===== config.mk =====
export PLATFORM = sky130hd
export DESIGN_NAME = priority_run_queue_scheduler
export DESIGN_NICKNAME = d
export VERILOG_FILES = /design/src/sv/prq_pkg.sv /design/src/sv/prq_ctrl.sv /design/src/sv/prq_dp.sv /design/src/sv/priority_run_queue_scheduler.sv
export VERILOG_INCLUDE_DIRS = /design/src /design/src/sv
export SDC_FILE = /design/constraint.sdc
export NUM_CORES = 1
export LEC_CHECK = 0
export BUFFER_PORTS_ARGS = -buffer_cell sky130_fd_sc_hd__buf_4
export CORE_ASPECT_RATIO = 1.5
export CORE_MARGIN = 2
export CORE_UTILIZATION = 45
export CTS_CLUSTER_DIAMETER = 60
export DETAILED_ROUTE_END_ITERATION = 8
export SLEW_MARGIN = 10
export SYNTH_ARGS = -nofsm -noshare
export SYNTH_HDL_FRONTEND = slang
export SYNTH_SLANG_ARGS = --single-unit

===== constraint.sdc =====
create_clock -name clk -period 9.2 [get_ports clk]
set_clock_uncertainty 0.2 [all_clocks]
set_input_delay 0.46 -clock clk [delete_from_list [all_inputs] [get_ports clk]]
set_output_delay 0.46 -clock clk [all_outputs]
set_load 0.01 [all_outputs]

===== src/sv/priority_run_queue_scheduler_defines.svh =====
// assertion macros for the run queue scheduler
`ifndef PRIORITY_RUN_QUEUE_SCHEDULER_DEFINES_SVH
`define PRIORITY_RUN_QUEUE_SCHEDULER_DEFINES_SVH
`ifndef SYNTH
// checked property, quiet while reset is applied
`define PRQ_ASSERT(lbl, clk, rstn, prop) \
	lbl: assert property (@(posedge clk) disable iff (!rstn) prop) \
	else $error("scheduler assertion failed");
// checked property, also watched through reset
`define PRQ_ASSERT_ALWAYS(lbl, clk, prop) \
	lbl: assert property (@(posedge clk) prop) else $error("scheduler assertion failed");
`else
`define PRQ_ASSERT(lbl, clk, rstn, prop)
`define PRQ_ASSERT_ALWAYS(lbl, clk, prop)
`endif
`endif


===== src/sv/prq_pkg.sv =====
// shared types and constants of the run queue scheduler
package prq_pkg;
	localparam int THREAD_SLOTS = 16;
	localparam int PRIO_LEVELS  = 16;
	localparam int IW = $clog2(THREAD_SLOTS);
	localparam int LW = $clog2(THREAD_SLOTS + 1);
	localparam int CW = $clog2(THREAD_SLOTS + 1);
	localparam int PW = $clog2(PRIO_LEVELS);
	localparam int NORM_PRIO = (PRIO_LEVELS > 5) ? 5 : PRIO_LEVELS - 1;

	typedef enum logic [3:0] {
		CMD_START   = 4'd0,
		CMD_RESUME  = 4'd1,
		CMD_URESUME = 4'd2,
		CMD_USUSP   = 4'd3,
		CMD_YIELD   = 4'd4,
		CMD_KILL    = 4'd5,
		CMD_SETPRIO = 4'd6,
		CMD_RESCHED = 4'd7,
		CMD_QUERY   = 4'd8
	} cmd_t;

	typedef enum logic [1:0] {
		ST_FREE = 2'd0,
		ST_RUN  = 2'd1,
		ST_SUSP = 2'd2
	} slot_st_t;

	typedef enum logic [1:0] {
		ERR_OK     = 2'd0,
		ERR_NOSLOT = 2'd1,
		ERR_NORUN  = 2'd2
	} err_t;

	typedef enum logic [3:0] {
		S_IDLE, S_DECODE, S_FIND, S_ALLOC, S_ENQ1, S_ENQ2, S_URES, S_USUS,
		S_YCHK, S_UINIT, S_UWALK, S_UCLR, S_KILL, S_SETP, S_SCAN, S_DONE
	} state_t;

	typedef enum logic [4:0] {
		OP_NONE, OP_ACCEPT, OP_DECODE, OP_QUERY, OP_FIND, OP_ALLOC, OP_ENQ1,
		OP_ENQ2, OP_URES, OP_USUS, OP_YCHK, OP_UINIT, OP_UWALK, OP_UCLR,
		OP_KILL, OP_SETP, OP_SCAN, OP_DONE
	} op_t;

	typedef struct packed {
		op_t  op;
		logic take_cur;
	} ctl_t;

	typedef struct packed {
		logic     valid;
		slot_st_t stat;
		logic     usus;
		logic     free_here;
		logic     find_last;
		logic     yld_ok;
		logic     hit;
		logic     walk_end;
		logic     is_cur;
		logic     scan_hit;
		logic     scan_zero;
	} sts_t;
endpackage


===== src/sv/prq_ctrl.sv =====
// command sequencer of the run queue scheduler
module prq_ctrl import prq_pkg::*; (
	input  logic       clk,
	input  logic       arst_n,
	input  logic       start,
	input  logic [3:0] cmd,
	input  sts_t       sts,
	output ctl_t       ctl,
	output logic       busy
);
	state_t state_q, state_d;
	cmd_t   cmd_q;

	// state and command registers
	always_ff @(posedge clk or negedge arst_n) begin
		if (!arst_n) begin
			state_q <= S_IDLE;
			cmd_q   <= CMD_START;
		end else begin
			state_q <= state_d;
			if (state_q == S_IDLE && start) begin
				cmd_q <= cmd_t'(cmd);
			end
		end
	end

	// continuation once an unlink walk has ended
	function automatic state_t after_unlink(input cmd_t c, input logic found,
			input logic is_cur);
		state_t s;
		s = S_DONE;
		case (c)
			CMD_USUSP:   s = (found && is_cur) ? S_SCAN : S_DONE;
			CMD_YIELD:   s = found ? S_ENQ1 : S_DONE;
			CMD_KILL:    s = S_KILL;
			CMD_SETPRIO: s = S_SETP;
			default:     s = S_DONE;
		endcase
		return s;
	endfunction

	// next state
	always_comb begin
		state_d = state_q;
		case (state_q)
			S_IDLE: if (start) state_d = S_DECODE;
			S_DECODE: begin
				case (cmd_q)
					CMD_START:   state_d = S_FIND;
					CMD_RESUME:  state_d = (sts.valid && sts.stat != ST_RUN) ? S_ENQ1 : S_DONE;
					CMD_URESUME: state_d = (sts.valid && sts.usus) ? S_URES : S_DONE;
					CMD_USUSP:   state_d = (sts.valid && sts.stat != ST_SUSP) ? S_USUS : S_DONE;
					CMD_YIELD:   state_d = S_YCHK;
					CMD_KILL:    state_d = !sts.valid ? S_DONE :
						(sts.stat == ST_RUN) ? S_UINIT : S_KILL;
					CMD_SETPRIO: state_d = !sts.valid ? S_DONE :
						(sts.stat == ST_SUSP) ? S_SETP : S_UINIT;
					CMD_RESCHED: state_d = S_SCAN;
					default:     state_d = S_DONE;
				endcase
			end
			S_FIND: begin
				if (sts.free_here) state_d = S_ALLOC;
				else if (sts.find_last) state_d = S_DONE;
			end
			S_ALLOC: state_d = S_ENQ1;
			S_ENQ1:  state_d = S_ENQ2;
			S_ENQ2:  state_d = S_DONE;
			S_URES:  state_d = (sts.stat != ST_RUN) ? S_ENQ1 : S_DONE;
			S_USUS:  state_d = S_UINIT;
			S_YCHK:  state_d = sts.yld_ok ? S_UINIT : S_DONE;
			S_UINIT: state_d = S_UWALK;
			S_UWALK: begin
				if (sts.hit) state_d = S_UCLR;
				else if (sts.walk_end) state_d = after_unlink(cmd_q, 1'b0, sts.is_cur);
			end
			S_UCLR: state_d = after_unlink(cmd_q, 1'b1, sts.is_cur);
			S_KILL: state_d = S_DONE;
			S_SETP: state_d = (sts.stat == ST_SUSP) ? S_DONE : S_ENQ1;
			S_SCAN: if (sts.scan_hit || sts.scan_zero) state_d = S_DONE;
			S_DONE: state_d = S_IDLE;
			default: state_d = S_IDLE;
		endcase
	end

	// datapath commands
	always_comb begin
		ctl.op       = OP_NONE;
		ctl.take_cur = (cmd_t'(cmd) == CMD_YIELD);
		case (state_q)
			S_IDLE:   ctl.op = start ? OP_ACCEPT : OP_NONE;
			S_DECODE: ctl.op = (cmd_q == CMD_QUERY) ? OP_QUERY : OP_DECODE;
			S_FIND:   ctl.op = OP_FIND;
			S_ALLOC:  ctl.op = OP_ALLOC;
			S_ENQ1:   ctl.op = OP_ENQ1;
			S_ENQ2:   ctl.op = OP_ENQ2;
			S_URES:   ctl.op = OP_URES;
			S_USUS:   ctl.op = OP_USUS;
			S_YCHK:   ctl.op = OP_YCHK;
			S_UINIT:  ctl.op = OP_UINIT;
			S_UWALK:  ctl.op = OP_UWALK;
			S_UCLR:   ctl.op = OP_UCLR;
			S_KILL:   ctl.op = OP_KILL;
			S_SETP:   ctl.op = OP_SETP;
			S_SCAN:   ctl.op = OP_SCAN;
			S_DONE:   ctl.op = OP_DONE;
			default:  ctl.op = OP_NONE;
		endcase
	end

	assign busy = (state_q != S_IDLE);
endmodule


===== src/sv/prq_dp.sv =====
// slot tables, run queues and counters of the run queue scheduler
`include "priority_run_queue_scheduler_defines.svh"
module prq_dp import prq_pkg::*; (
	input  logic       clk,
	input  logic       arst_n,
	input  ctl_t       ctl,
	input  logic [3:0] thread,
	input  logic       use_current,
	input  logic [3:0] priority_req,
	input  logic       daemon,
	output sts_t       sts,
	output logic       done,
	output logic [3:0] slot,
	output logic [3:0] current,
	output logic       switched,
	output logic       need_resched,
	output logic       alive,
	output logic       only_daemons,
	output logic [1:0] error
);
	localparam logic [LW-1:0] NIL = LW'(THREAD_SLOTS);

	slot_st_t         stat_q [THREAD_SLOTS];
	logic [PW-1:0]    prio_q [THREAD_SLOTS];
	logic             dmn_q  [THREAD_SLOTS];
	logic             usus_q [THREAD_SLOTS];
	logic [LW-1:0]    next_q [THREAD_SLOTS];
	logic [LW-1:0]    head_q [PRIO_LEVELS];
	logic [LW-1:0]    tail_q [PRIO_LEVELS];

	logic [IW-1:0] tgt_q, find_q, cur_q, before_q, slot_res_q;
	logic          rng_q, dmn_in_q, resched_q, alive_q, only_q;
	logic [PW-1:0] prio_in_q, p_q, lvl_q;
	logic [LW-1:0] walk_q, prev_q;
	logic [CW-1:0] n_q, live_q, dcnt_q;
	err_t          err_q;

	logic          done_q, sw_q, rs_q, al_q, od_q;
	logic [IW-1:0] oslot_q, ocur_q;
	err_t          oerr_q;

	logic [IW-1:0] st_addr, pr_addr, walk_idx, prev_idx, tail_idx;
	logic [PW-1:0] hq_addr, prio_clamp;
	slot_st_t      st_rd;
	logic [PW-1:0] pr_rd;
	logic [LW-1:0] head_rd, tail_rd, nx_rd, tgt_link;
	logic          sel_cur, walk_end, hit;
	logic [CW-1:0] live_dec, dcnt_dec;

	// read ports, one address each
	assign st_addr  = (ctl.op == OP_FIND) ? find_q : tgt_q;
	assign pr_addr  = (ctl.op == OP_ENQ2) ? cur_q : tgt_q;
	assign hq_addr  = (ctl.op == OP_SCAN) ? lvl_q : p_q;
	assign walk_idx = walk_q[IW-1:0];
	assign prev_idx = prev_q[IW-1:0];
	assign st_rd    = stat_q[st_addr];
	assign pr_rd    = prio_q[pr_addr];
	assign head_rd  = head_q[hq_addr];
	assign tail_rd  = tail_q[hq_addr];
	assign tail_idx = tail_rd[IW-1:0];
	assign nx_rd    = next_q[walk_idx];
	assign tgt_link = LW'(tgt_q);

	// list walk and decode terms
	assign sel_cur    = ctl.take_cur | use_current;
	assign prio_clamp = (32'(priority_req) >= 32'(PRIO_LEVELS)) ?
		PW'(PRIO_LEVELS - 1) : PW'(priority_req);
	assign walk_end   = (walk_q >= NIL) || (n_q == CW'(THREAD_SLOTS));
	assign hit        = !walk_end && (walk_q == tgt_link);
	assign live_dec   = live_q - CW'(1);
	assign dcnt_dec   = dmn_q[tgt_q] ? dcnt_q - CW'(1) : dcnt_q;

	// status towards the sequencer
	always_comb begin
		sts.valid     = rng_q && (st_rd != ST_FREE);
		sts.stat      = st_rd;
		sts.usus      = usus_q[tgt_q];
		sts.free_here = (st_rd == ST_FREE);
		sts.find_last = (find_q == IW'(THREAD_SLOTS - 1));
		sts.yld_ok    = (st_rd == ST_RUN) && (head_rd != tail_rd);
		sts.hit       = hit;
		sts.walk_end  = walk_end;
		sts.is_cur    = (tgt_q == cur_q);
		sts.scan_hit  = (head_rd != NIL);
		sts.scan_zero = (lvl_q == '0);
	end

	// slot tables and queue pointers
	always_ff @(posedge clk or negedge arst_n) begin
		if (!arst_n) begin
			for (int i = 0; i < THREAD_SLOTS; i++) begin
				stat_q[i] <= ST_FREE;
				prio_q[i] <= '0;
				dmn_q[i]  <= 1'b0;
				usus_q[i] <= 1'b0;
				next_q[i] <= NIL;
			end
			for (int j = 0; j < PRIO_LEVELS; j++) begin
				head_q[j] <= NIL;
				tail_q[j] <= NIL;
			end
			stat_q[0]         <= ST_RUN;
			prio_q[0]         <= PW'(NORM_PRIO);
			head_q[NORM_PRIO] <= '0;
			tail_q[NORM_PRIO] <= '0;
		end else begin
			case (ctl.op)
				OP_ALLOC: begin
					stat_q[find_q] <= ST_SUSP;
					prio_q[find_q] <= prio_in_q;
					dmn_q[find_q]  <= dmn_in_q;
					usus_q[find_q] <= 1'b0;
					next_q[find_q] <= NIL;
				end
				OP_ENQ1: next_q[tgt_q] <= NIL;
				OP_ENQ2: begin
					stat_q[tgt_q] <= ST_RUN;
					if (head_rd == NIL) begin
						head_q[p_q] <= tgt_link;
					end else begin
						next_q[tail_idx] <= tgt_link;
					end
					tail_q[p_q] <= tgt_link;
				end
				OP_URES: usus_q[tgt_q] <= 1'b0;
				OP_USUS: begin
					stat_q[tgt_q] <= ST_SUSP;
					usus_q[tgt_q] <= 1'b1;
				end
				OP_UWALK: begin
					if (hit) begin
						if (prev_q == NIL) begin
							head_q[p_q] <= nx_rd;
						end else begin
							next_q[prev_idx] <= nx_rd;
						end
						if (tail_rd == tgt_link) begin
							tail_q[p_q] <= prev_q;
						end
					end
				end
				OP_UCLR: next_q[tgt_q] <= NIL;
				OP_KILL: begin
					stat_q[tgt_q] <= ST_FREE;
					dmn_q[tgt_q]  <= 1'b0;
					usus_q[tgt_q] <= 1'b0;
					next_q[tgt_q] <= NIL;
				end
				OP_SETP: prio_q[tgt_q] <= prio_in_q;
				default: ;
			endcase
		end
	end

	// control registers and counters
	always_ff @(posedge clk or negedge arst_n) begin
		if (!arst_n) begin
			cur_q     <= '0;
			resched_q <= 1'b0;
			live_q    <= CW'(1);
			dcnt_q    <= '0;
			lvl_q     <= PW'(PRIO_LEVELS - 1);
			tgt_q     <= '0;
			rng_q     <= 1'b0;
			find_q    <= '0;
			before_q  <= '0;
			p_q       <= '0;
			walk_q    <= NIL;
			prev_q    <= NIL;
			n_q       <= '0;
			prio_in_q <= '0;
			dmn_in_q  <= 1'b0;
			slot_res_q <= '0;
			err_q     <= ERR_OK;
			alive_q   <= 1'b0;
			only_q    <= 1'b0;
		end else begin
			if (ctl.op != OP_SCAN) begin
				lvl_q <= PW'(PRIO_LEVELS - 1);
			end
			case (ctl.op)
				OP_ACCEPT: begin
					tgt_q      <= sel_cur ? cur_q : IW'(thread);
					rng_q      <= sel_cur || (32'(thread) < 32'(THREAD_SLOTS));
					prio_in_q  <= prio_clamp;
					dmn_in_q   <= daemon;
					before_q   <= cur_q;
					find_q     <= '0;
					slot_res_q <= '0;
					err_q      <= ERR_OK;
					alive_q    <= 1'b0;
					only_q     <= 1'b0;
				end
				OP_DECODE: p_q <= pr_rd;
				OP_QUERY:  alive_q <= sts.valid;
				OP_FIND: begin
					if (st_rd != ST_FREE) begin
						if (sts.find_last) err_q <= ERR_NOSLOT;
						else find_q <= find_q + IW'(1);
					end
				end
				OP_ALLOC: begin
					tgt_q      <= find_q;
					slot_res_q <= find_q;
					live_q     <= live_q + CW'(1);
					dcnt_q     <= dcnt_q + CW'(dmn_in_q);
				end
				OP_ENQ1: p_q <= pr_rd;
				OP_ENQ2: begin
					if (head_rd == NIL && p_q > pr_rd) resched_q <= 1'b1;
				end
				OP_YCHK: if (sts.yld_ok) resched_q <= 1'b1;
				OP_UINIT: begin
					walk_q <= head_rd;
					prev_q <= NIL;
					n_q    <= '0;
				end
				OP_UWALK: begin
					if (!hit && !walk_end) begin
						prev_q <= walk_q;
						walk_q <= nx_rd;
						n_q    <= n_q + CW'(1);
					end
				end
				OP_KILL: begin
					live_q    <= live_dec;
					dcnt_q    <= dcnt_dec;
					only_q    <= (live_dec == dcnt_dec);
					resched_q <= 1'b1;
				end
				OP_SCAN: begin
					resched_q <= 1'b0;
					if (head_rd != NIL) begin
						cur_q <= head_rd[IW-1:0];
					end else if (lvl_q == '0) begin
						err_q <= ERR_NORUN;
					end else begin
						lvl_q <= lvl_q - PW'(1);
					end
				end
				default: ;
			endcase
		end
	end

	// result registers, shown for one cycle
	always_ff @(posedge clk or negedge arst_n) begin
		if (!arst_n) begin
			done_q <= 1'b0;
		end else begin
			done_q <= (ctl.op == OP_DONE);
		end
	end

	always_ff @(posedge clk) begin
		if (ctl.op == OP_DONE) begin
			oslot_q <= slot_res_q;
			ocur_q  <= cur_q;
			sw_q    <= (cur_q != before_q);
			rs_q    <= resched_q;
			al_q    <= alive_q;
			od_q    <= only_q;
			oerr_q  <= err_q;
		end
	end

	assign done         = done_q;
	assign slot         = 4'(oslot_q);
	assign current      = 4'(ocur_q);
	assign switched     = sw_q;
	assign need_resched = rs_q;
	assign alive        = al_q;
	assign only_daemons = od_q;
	assign error        = oerr_q;

	// daemons are a subset of the live threads
	`PRQ_ASSERT(a_dcnt_le_live, clk, arst_n, dcnt_q <= live_q)
	// a finished transaction is shown in the next cycle
	`PRQ_ASSERT(a_done_follows, clk, arst_n, (ctl.op == OP_DONE) |=> done_q)
	// results never come back to back
	`PRQ_ASSERT(a_done_single, clk, arst_n, done_q |=> !done_q)
	// a queue is empty at both ends or at neither
	`PRQ_ASSERT_ALWAYS(a_head_tail, clk, (head_rd == NIL) == (tail_rd == NIL))
endmodule


===== src/sv/priority_run_queue_scheduler.sv =====
// top level of the priority run queue scheduler
// A command is taken when start is high while busy is low; busy then stays high
// until the command has finished, and its result appears for exactly one cycle
// with done high, in the first cycle in which busy is low again. The receiver cannot stall it.
// The free-slot search tests one slot a cycle, unlinking walks the run queue one
// link a cycle, and rescheduling scans the priority levels one a cycle from the top.
module priority_run_queue_scheduler import prq_pkg::*; (
	input  logic       clk,
	input  logic       arst_n,
	input  logic       start,
	output logic       busy,
	input  logic [3:0] cmd,
	input  logic [3:0] thread,
	input  logic       use_current,
	input  logic [3:0] priority_req,
	input  logic       daemon,
	output logic       done,
	output logic [3:0] slot,
	output logic [3:0] current,
	output logic       switched,
	output logic       need_resched,
	output logic       alive,
	output logic       only_daemons,
	output logic [1:0] error
);
	ctl_t ctl;
	sts_t sts;

	// command sequencer
	prq_ctrl u_ctrl (
		.clk    (clk),
		.arst_n (arst_n),
		.start  (start),
		.cmd    (cmd),
		.sts    (sts),
		.ctl    (ctl),
		.busy   (busy)
	);

	// tables, queues and result registers
	prq_dp u_dp (
		.clk          (clk),
		.arst_n       (arst_n),
		.ctl          (ctl),
		.thread       (thread),
		.use_current  (use_current),
		.priority_req (priority_req),
		.daemon       (daemon),
		.sts          (sts),
		.done         (done),
		.slot         (slot),
		.current      (current),
		.switched     (switched),
		.need_resched (need_resched),
		.alive        (alive),
		.only_daemons (only_daemons),
		.error        (error)
	);
endmodule


==> metrics.csv, run 1 <==
metric,value,unit
status,"finished, final reports clean",
yosysTopAreaCell,dfrtp_1,
synth_common_cells,"dfrtp_1, nand2_1, mux2_2",
ios,33,
final_layout_size_suffix_gt1_frac,0.225,
syn2layout_area_growth,10.3,%
vias,19636,
ys_seq_area_frac,0.468,
fin_cells,3023,
period_needed,5940,ps
avgSynthCellArea,10.6,um^2
synth_xor_area_frac,0.0149,
worstHoldStart,thread[2],
ff2ff_path_depth,12,
synth_compound_area_frac,0.155,
place_inst,2924,
post_drt_wl_per_cell,26.3,um
cts_num_sinks,455,
final_nets,2325,
synthCells,2322,
ant_nets,0,
grt_pass1_vias,20116,
wl,79.6,mm
gr-total-overflow,0,
crit-reg2reg-launch,u_ctrl.state_q[2]$_DFFE_PN0P_,
r2r_slack,3260,ps
path_class,register to register,
ys_top_cells_by_area,"dfrtp_1, mux2_2, dfstp_2",
syn_area,24600,um^2
dp_slack,3340,ps
die_w,195,um
synth_top_area_share,0.391,
antenna_found_initial,1,
initial_utilization,0.453,
holdWs,4.36,ps
synthAdderAreaFrac,0.00813,
ys_warn_count,0,
hpwlAfterDp,55.7,mm
first_pass_iters,7,
drt_iter0_markers,1583,
worst_pin_slew,1220,ps
rows,105,
critPathTopFamily,compound AO/OA/AOI/OAI gates,
endpoint_kind,register,
required,9480,ps
final-max-slew-violation-count,0,
core,54400,um^2
synth_simple_gate_area_frac,0.127,
cts_root_buffer,clkbuf_16,
crit_chain,"and4b_1, buf_4, mux2_2, buf_4, a2111oi_0, a221oi_1, a22oi_1, nand2_2, nor4b_4, a22o_2, nand2b_1, mux2_2",
finalSetupTns,0,ps
cap_violations,0,
p_leak,0.0114,uW
die_y,291,um
synth-async-reset-ratio,0.969,
vias_per_cell,6.50,
gp_congestion,0.904,
synth_edf_count,14,
path_clk_slew,60,ps
track_usage,0.281,
ir_drop,0.240,mV
yosysMostFrequentCell,dfrtp_1,
synth_fp_nets,2355,
drc,0,
io_buffer_count,32,
power.density,333,nW/um^2
antennaDiodeCount,0,
synthMuxAreaShare,0.191,
post_synth_num_cell_types,80,
finalHoldViolations,0,
fmax,168,MHz
rsz0062_at_grt,false,
cts_buffers,47,
grt_pass1_wl,123,mm
hp-class,primary input to register,
min_period_over_period,0.646,
worst-path-buf-inv,2,
worstSkewPairLatency,600,ps
synth_top_family_by_area,multiplexers,
synth_seq_cells,455,
setup-violations-final,0,
start_kind,register,
hold_depth,3,
worstPathArrival,6220,ps
slew_headroom,0.184,
postCtsSetupBuffers,0,
min_to,u_dp.tgt_q[2]$_DFFE_PN0P_,
cts_buffer_depth,3,
cts_tree,done,
rr_endpoint,u_dp.head_q[45]$_DFFE_PN0P_,
htreeDepth,2,
worstPathMaxFanout,35,
ys.flop_type,dfrtp_1,
slowest_stage,dfrtp_1,
grt_max_degree,166,
dieArea,56700,um^2
slowest_delay,840,ps
worst_slack,3260,ps
-- per-stage QoR --
| stage | util | total power [uW] | cell area [um^2] |
|---|---|---|---|
| 2_1_floorplan | - | 5670 | 24600 |
| 3_3_place_gp | 0.468 | 6900 | 25500 |
| 3_5_place_dp | 0.468 | 6980 | 25500 |
| 4_1_cts | 0.500 | 9000 | 27200 |
| 5_1_grt | 0.500 | 9480 | 27200 |
| 6_report | 0.500 | 9030 | 27200 |
-- flip-flops by register name, summed over array words and instances, names as in the netlist, 5 cells and up --
name / flops
u_dp.head_q: 80
u_dp.next_q: 80
u_dp.tail_q: 80
u_dp.prio_q: 64
u_dp.stat_q: 32
u_dp.dmn_q: 16
u_dp.usus_q: 16
u_dp.dcnt_q: 5
u_dp.live_q: 5
u_dp.n_q: 5
u_dp.prev_q: 5
u_dp.walk_q: 5
-- cells in the final DEF, fill, tap and decap left out, types with 48 or more instances in the layout --
cell	n
mux2_2	223
dfrtp_1	385
a21oi_1	60
mux4_2	61
nand2_1	282
o21ai_0	165
buf_4	73
dfstp_2	56
mux2i_1	76
o22ai_1	65
nand3_1	75
nor2_1	119
clkbuf_16	48
inv_1	48
o211ai_1	52
-- final cells by class --
class,instances,area (um^2)
Fill cell,4961,27200
Clock buffer,61,1290
Tap cell,695,870
Timing Repair Buffer,89,723
Clock inverter,24,288
Sequential cell,455,11500
Multi-Input combinational cell,1651,12300
Inverter,48,180
-- kinds of logic (layout without fill, tap and decap cells) --
family          Yosys count  after routing
buf+inv                 216            222
compound gates          570            570
fa+ha+maj                16             16
flops                   455            455
mux                     365            365
xor+xnor                 42             42
simple gates            658            658
-- worst min-delay path: cells and delay by family --
kind                   cells  cell delay, ps
AOI/OAI and AO/OA          1             160
buffers and inverters      1              90
muxes                      1              60
-- how the worst max path moves through the flow --
stage / start / cells past startpoint / endpoint / slack, ps
after floorplan: u_dp.tgt_q[0]$_DFFE_PN0P_ / 15 / u_dp.resched_q$_DFFE_PN0P_ / 4570
after global placement: u_ctrl.state_q[2]$_DFFE_PN0P_ / 12 / u_dp.head_q[48]$_DFFE_PN0P_ / 3490
after detailed placement: u_ctrl.state_q[2]$_DFFE_PN0P_ / 12 / u_dp.head_q[21]$_DFFE_PN0P_ / 3340
after CTS: u_ctrl.state_q[2]$_DFFE_PN0P_ / 12 / u_dp.head_q[21]$_DFFE_PN0P_ / 3300
after global routing: u_ctrl.state_q[2]$_DFFE_PN0P_ / 12 / u_dp.head_q[46]$_DFFE_PN0P_ / 2940
final: u_ctrl.state_q[2]$_DFFE_PN0P_ / 12 / u_dp.head_q[45]$_DFFE_PN0P_ / 3260
-- what timing repair did --
item | in CTS | in global routing
hold buffers | 14 | 0
gates resized for setup | 0 | 0
endpoints found under the hold margin | 88 | 0
-- power breakdown --
part           switching (uW)  total (uW)  internal (uW)
Combinational            2620        4040           1420
Clock                     844        2000           1160
Sequential                530        2990           2460
-- routing by layer --
layer,vias to the layer above,routed length [um],track usage
met1,9972,29700,0.324
li1,8578,-,-
met4,0,5240,0.169
met2,799,40500,0.495
met5,-,0,0
met3,287,4160,0.0390
(Power assumes the default switching activity.)
==> run 2, diff against run 1 <==
clock period = 5.52 ns   (was 9.2 ns; I/O delays follow)
==> run 2 against run 1 <==
Non-clock buffer count rose by 27. Maximum frequency rose by 16%. Critical path depth unchanged. Sequential power increased by 64%. Global-route usage up 0.30 points. Core utilization rose by 0.64 points. Routed wire length is 0.84% higher.
==> metrics.csv, run 2 (synthesis gave the netlist of run 1 again) <==
metric,value,unit,change
vias_per_cell,6.44,,-0.82%
finalSetupTns,0,ps,unchanged
top_regs,"u_dp.head_q (80), u_dp.next_q (80), u_dp.tail_q (80)",,
worst_pin_slew,1110,ps,-110 ps
hp-class,primary input to asynchronous set/reset pin,,
cts_root_buffer,clkbuf_16,,
cts_buffer_depth,3,,unchanged
htreeDepth,2,,unchanged
holdWs,87.1,ps,+82.8 ps
cts_num_sinks,455,,unchanged
path_clk_slew,60,ps,about the same
fmax,195,MHz,+16%
start_kind,register,,
final_nets,2353,,+1.2%
rows,105,,unchanged
drt_iter0_markers,1655,,+4.5%
track_usage,0.284,,+0.00303
finalPower,15500,uW,+71%
post_drt_wl_per_cell,26.3,um,-0.16%
initial_utilization,0.453,,unchanged
postCtsSetupBuffers,0,,unchanged
holdBufCountCts,19,,+5
period_needed,5120,ps,-815 ps
gr-total-overflow,0,,unchanged
cts.repair.resized,0,,unchanged
drc,0,,unchanged
slew_headroom,0.252,,+0.0684
rsz0062_at_grt,false,,
gp_congestion,0.942,,+4.2%
grt_pass1_wl,124,mm,+0.83%
die_y,291,um,unchanged
ios,33,,unchanged
fin_cells,3053,,+0.99%
antennaDiodeCount,0,,unchanged
path_class,register to register,,
ant_nets,0,,unchanged
wl,80.2,mm,+0.84%
dieArea,56700,um^2,unchanged
worstPathMaxFanout,32,,-8.6%
status,"finished, final reports clean",,
syn2layout_area_growth,11.7,%,
first_pass_iters,8,,+1
place_area,25700,um^2,+0.79%
grt_pass1_vias,20302,,+0.92%
min_period_over_period,0.928,,+0.283
final_layout_size_suffix_gt1_frac,0.232,,+0.00732
power.density,562,nW/um^2,+69%
final_area,27500,um^2,+1.3%
worstSkewPairLatency,610,ps,about the same
cts_buffers,48,,+2.1%
core,54400,um^2,unchanged
grt_max_degree,105,,-37%
hpwlAfterDp,57.5,mm,+3.4%
final-max-slew-violation-count,0,,unchanged
cts_tree,done,,
finalHoldViolations,0,,unchanged
p_leak,0.0116,uW,+1.6%
io_buffer_count,32,,unchanged
final_common_cell,dfrtp_1,,
die_w,195,um,unchanged
endpoint_kind,register,,
setup-violations-final,0,,unchanged
antenna_found_initial,0,,-1
final_cell_mix,"dfrtp_1, nand2_1, mux2_2",,
cap_violations,0,,unchanged
required,5790,ps,-3690 ps
worstPathArrival,5390,ps,-830 ps
vias,19669,,+0.17%
ir_drop,0.371,mV,+55%
place_inst,2946,,+0.75%
[run 2: layer usage]
metal  GRT usage  wire length (um)
met5           0                 0
met4       0.189              6090
met3      0.0402              4290
met2       0.498             40600
met1       0.322             29200
[run 2: report_power, final]
group / internal [uW] / switching [uW]
Sequential: 4100 / 800
Clock: 2040 / 1440
Combinational: 2530 / 4560
Total: 8670 / 6800
[run 2: per-stage QoR]
stage | utilization | setup WS, ps
floorplan | - | 886
global placement | 0.472 | 529
detailed placement | 0.472 | 448
CTS | 0.506 | 406
global route | 0.506 | 71.3
finish | 0.506 | 396
[run 2: worst paths after layout]
| check | from | end | slack (ps) | depth (start not counted) |
|---|---|---|---|---|
| worst max-delay path | u_ctrl.state_q[0]$_DFFE_PN0P_ | u_dp.tail_q[21]$_DFFE_PN0P_ | 400 | 12 |
| worst min-delay path | arst_n | u_dp.live_q[4]$_DFFE_PN0P_ | 90 | 2 |
| worst max register to register | u_ctrl.state_q[0]$_DFFE_PN0P_ | u_dp.tail_q[21]$_DFFE_PN0P_ | 400 | 12 |
| worst min register to register | u_dp.err_q[0]$_DFFE_PN0P_ | u_dp.error[0]$_DFFE_PP_ | 250 | 0 |
| max in group asynchronous | arst_n | u_dp.head_q[56]$_DFFE_PN0P_ | 3520 | 3 |
| min in group clk | daemon | u_dp.dmn_in_q$_DFFE_PN0P_ | 210 | 4 |
[run 2: layout make-up]
cell class,count,area [um^2]
fill,4922,26900
multi-input combinational,1651,12300
sequential,455,11500
clock buffer,66,1340
timing repair buffer,116,976
tap,695,870
clock inverter,22,328
inverter,48,180
[run 2: worst max-delay path: stages, from the launching register on]
cell     delay (ps)
dfrtp_1         370
and4b_1         670
mux2_2          530
buf_12          270
nor4_1           90
nor4_1          670
nor2_1          280
o21a_1          260
nor4_1          330
a41oi_2         150
buf_4           270
nor2_1          460
mux2_2          400
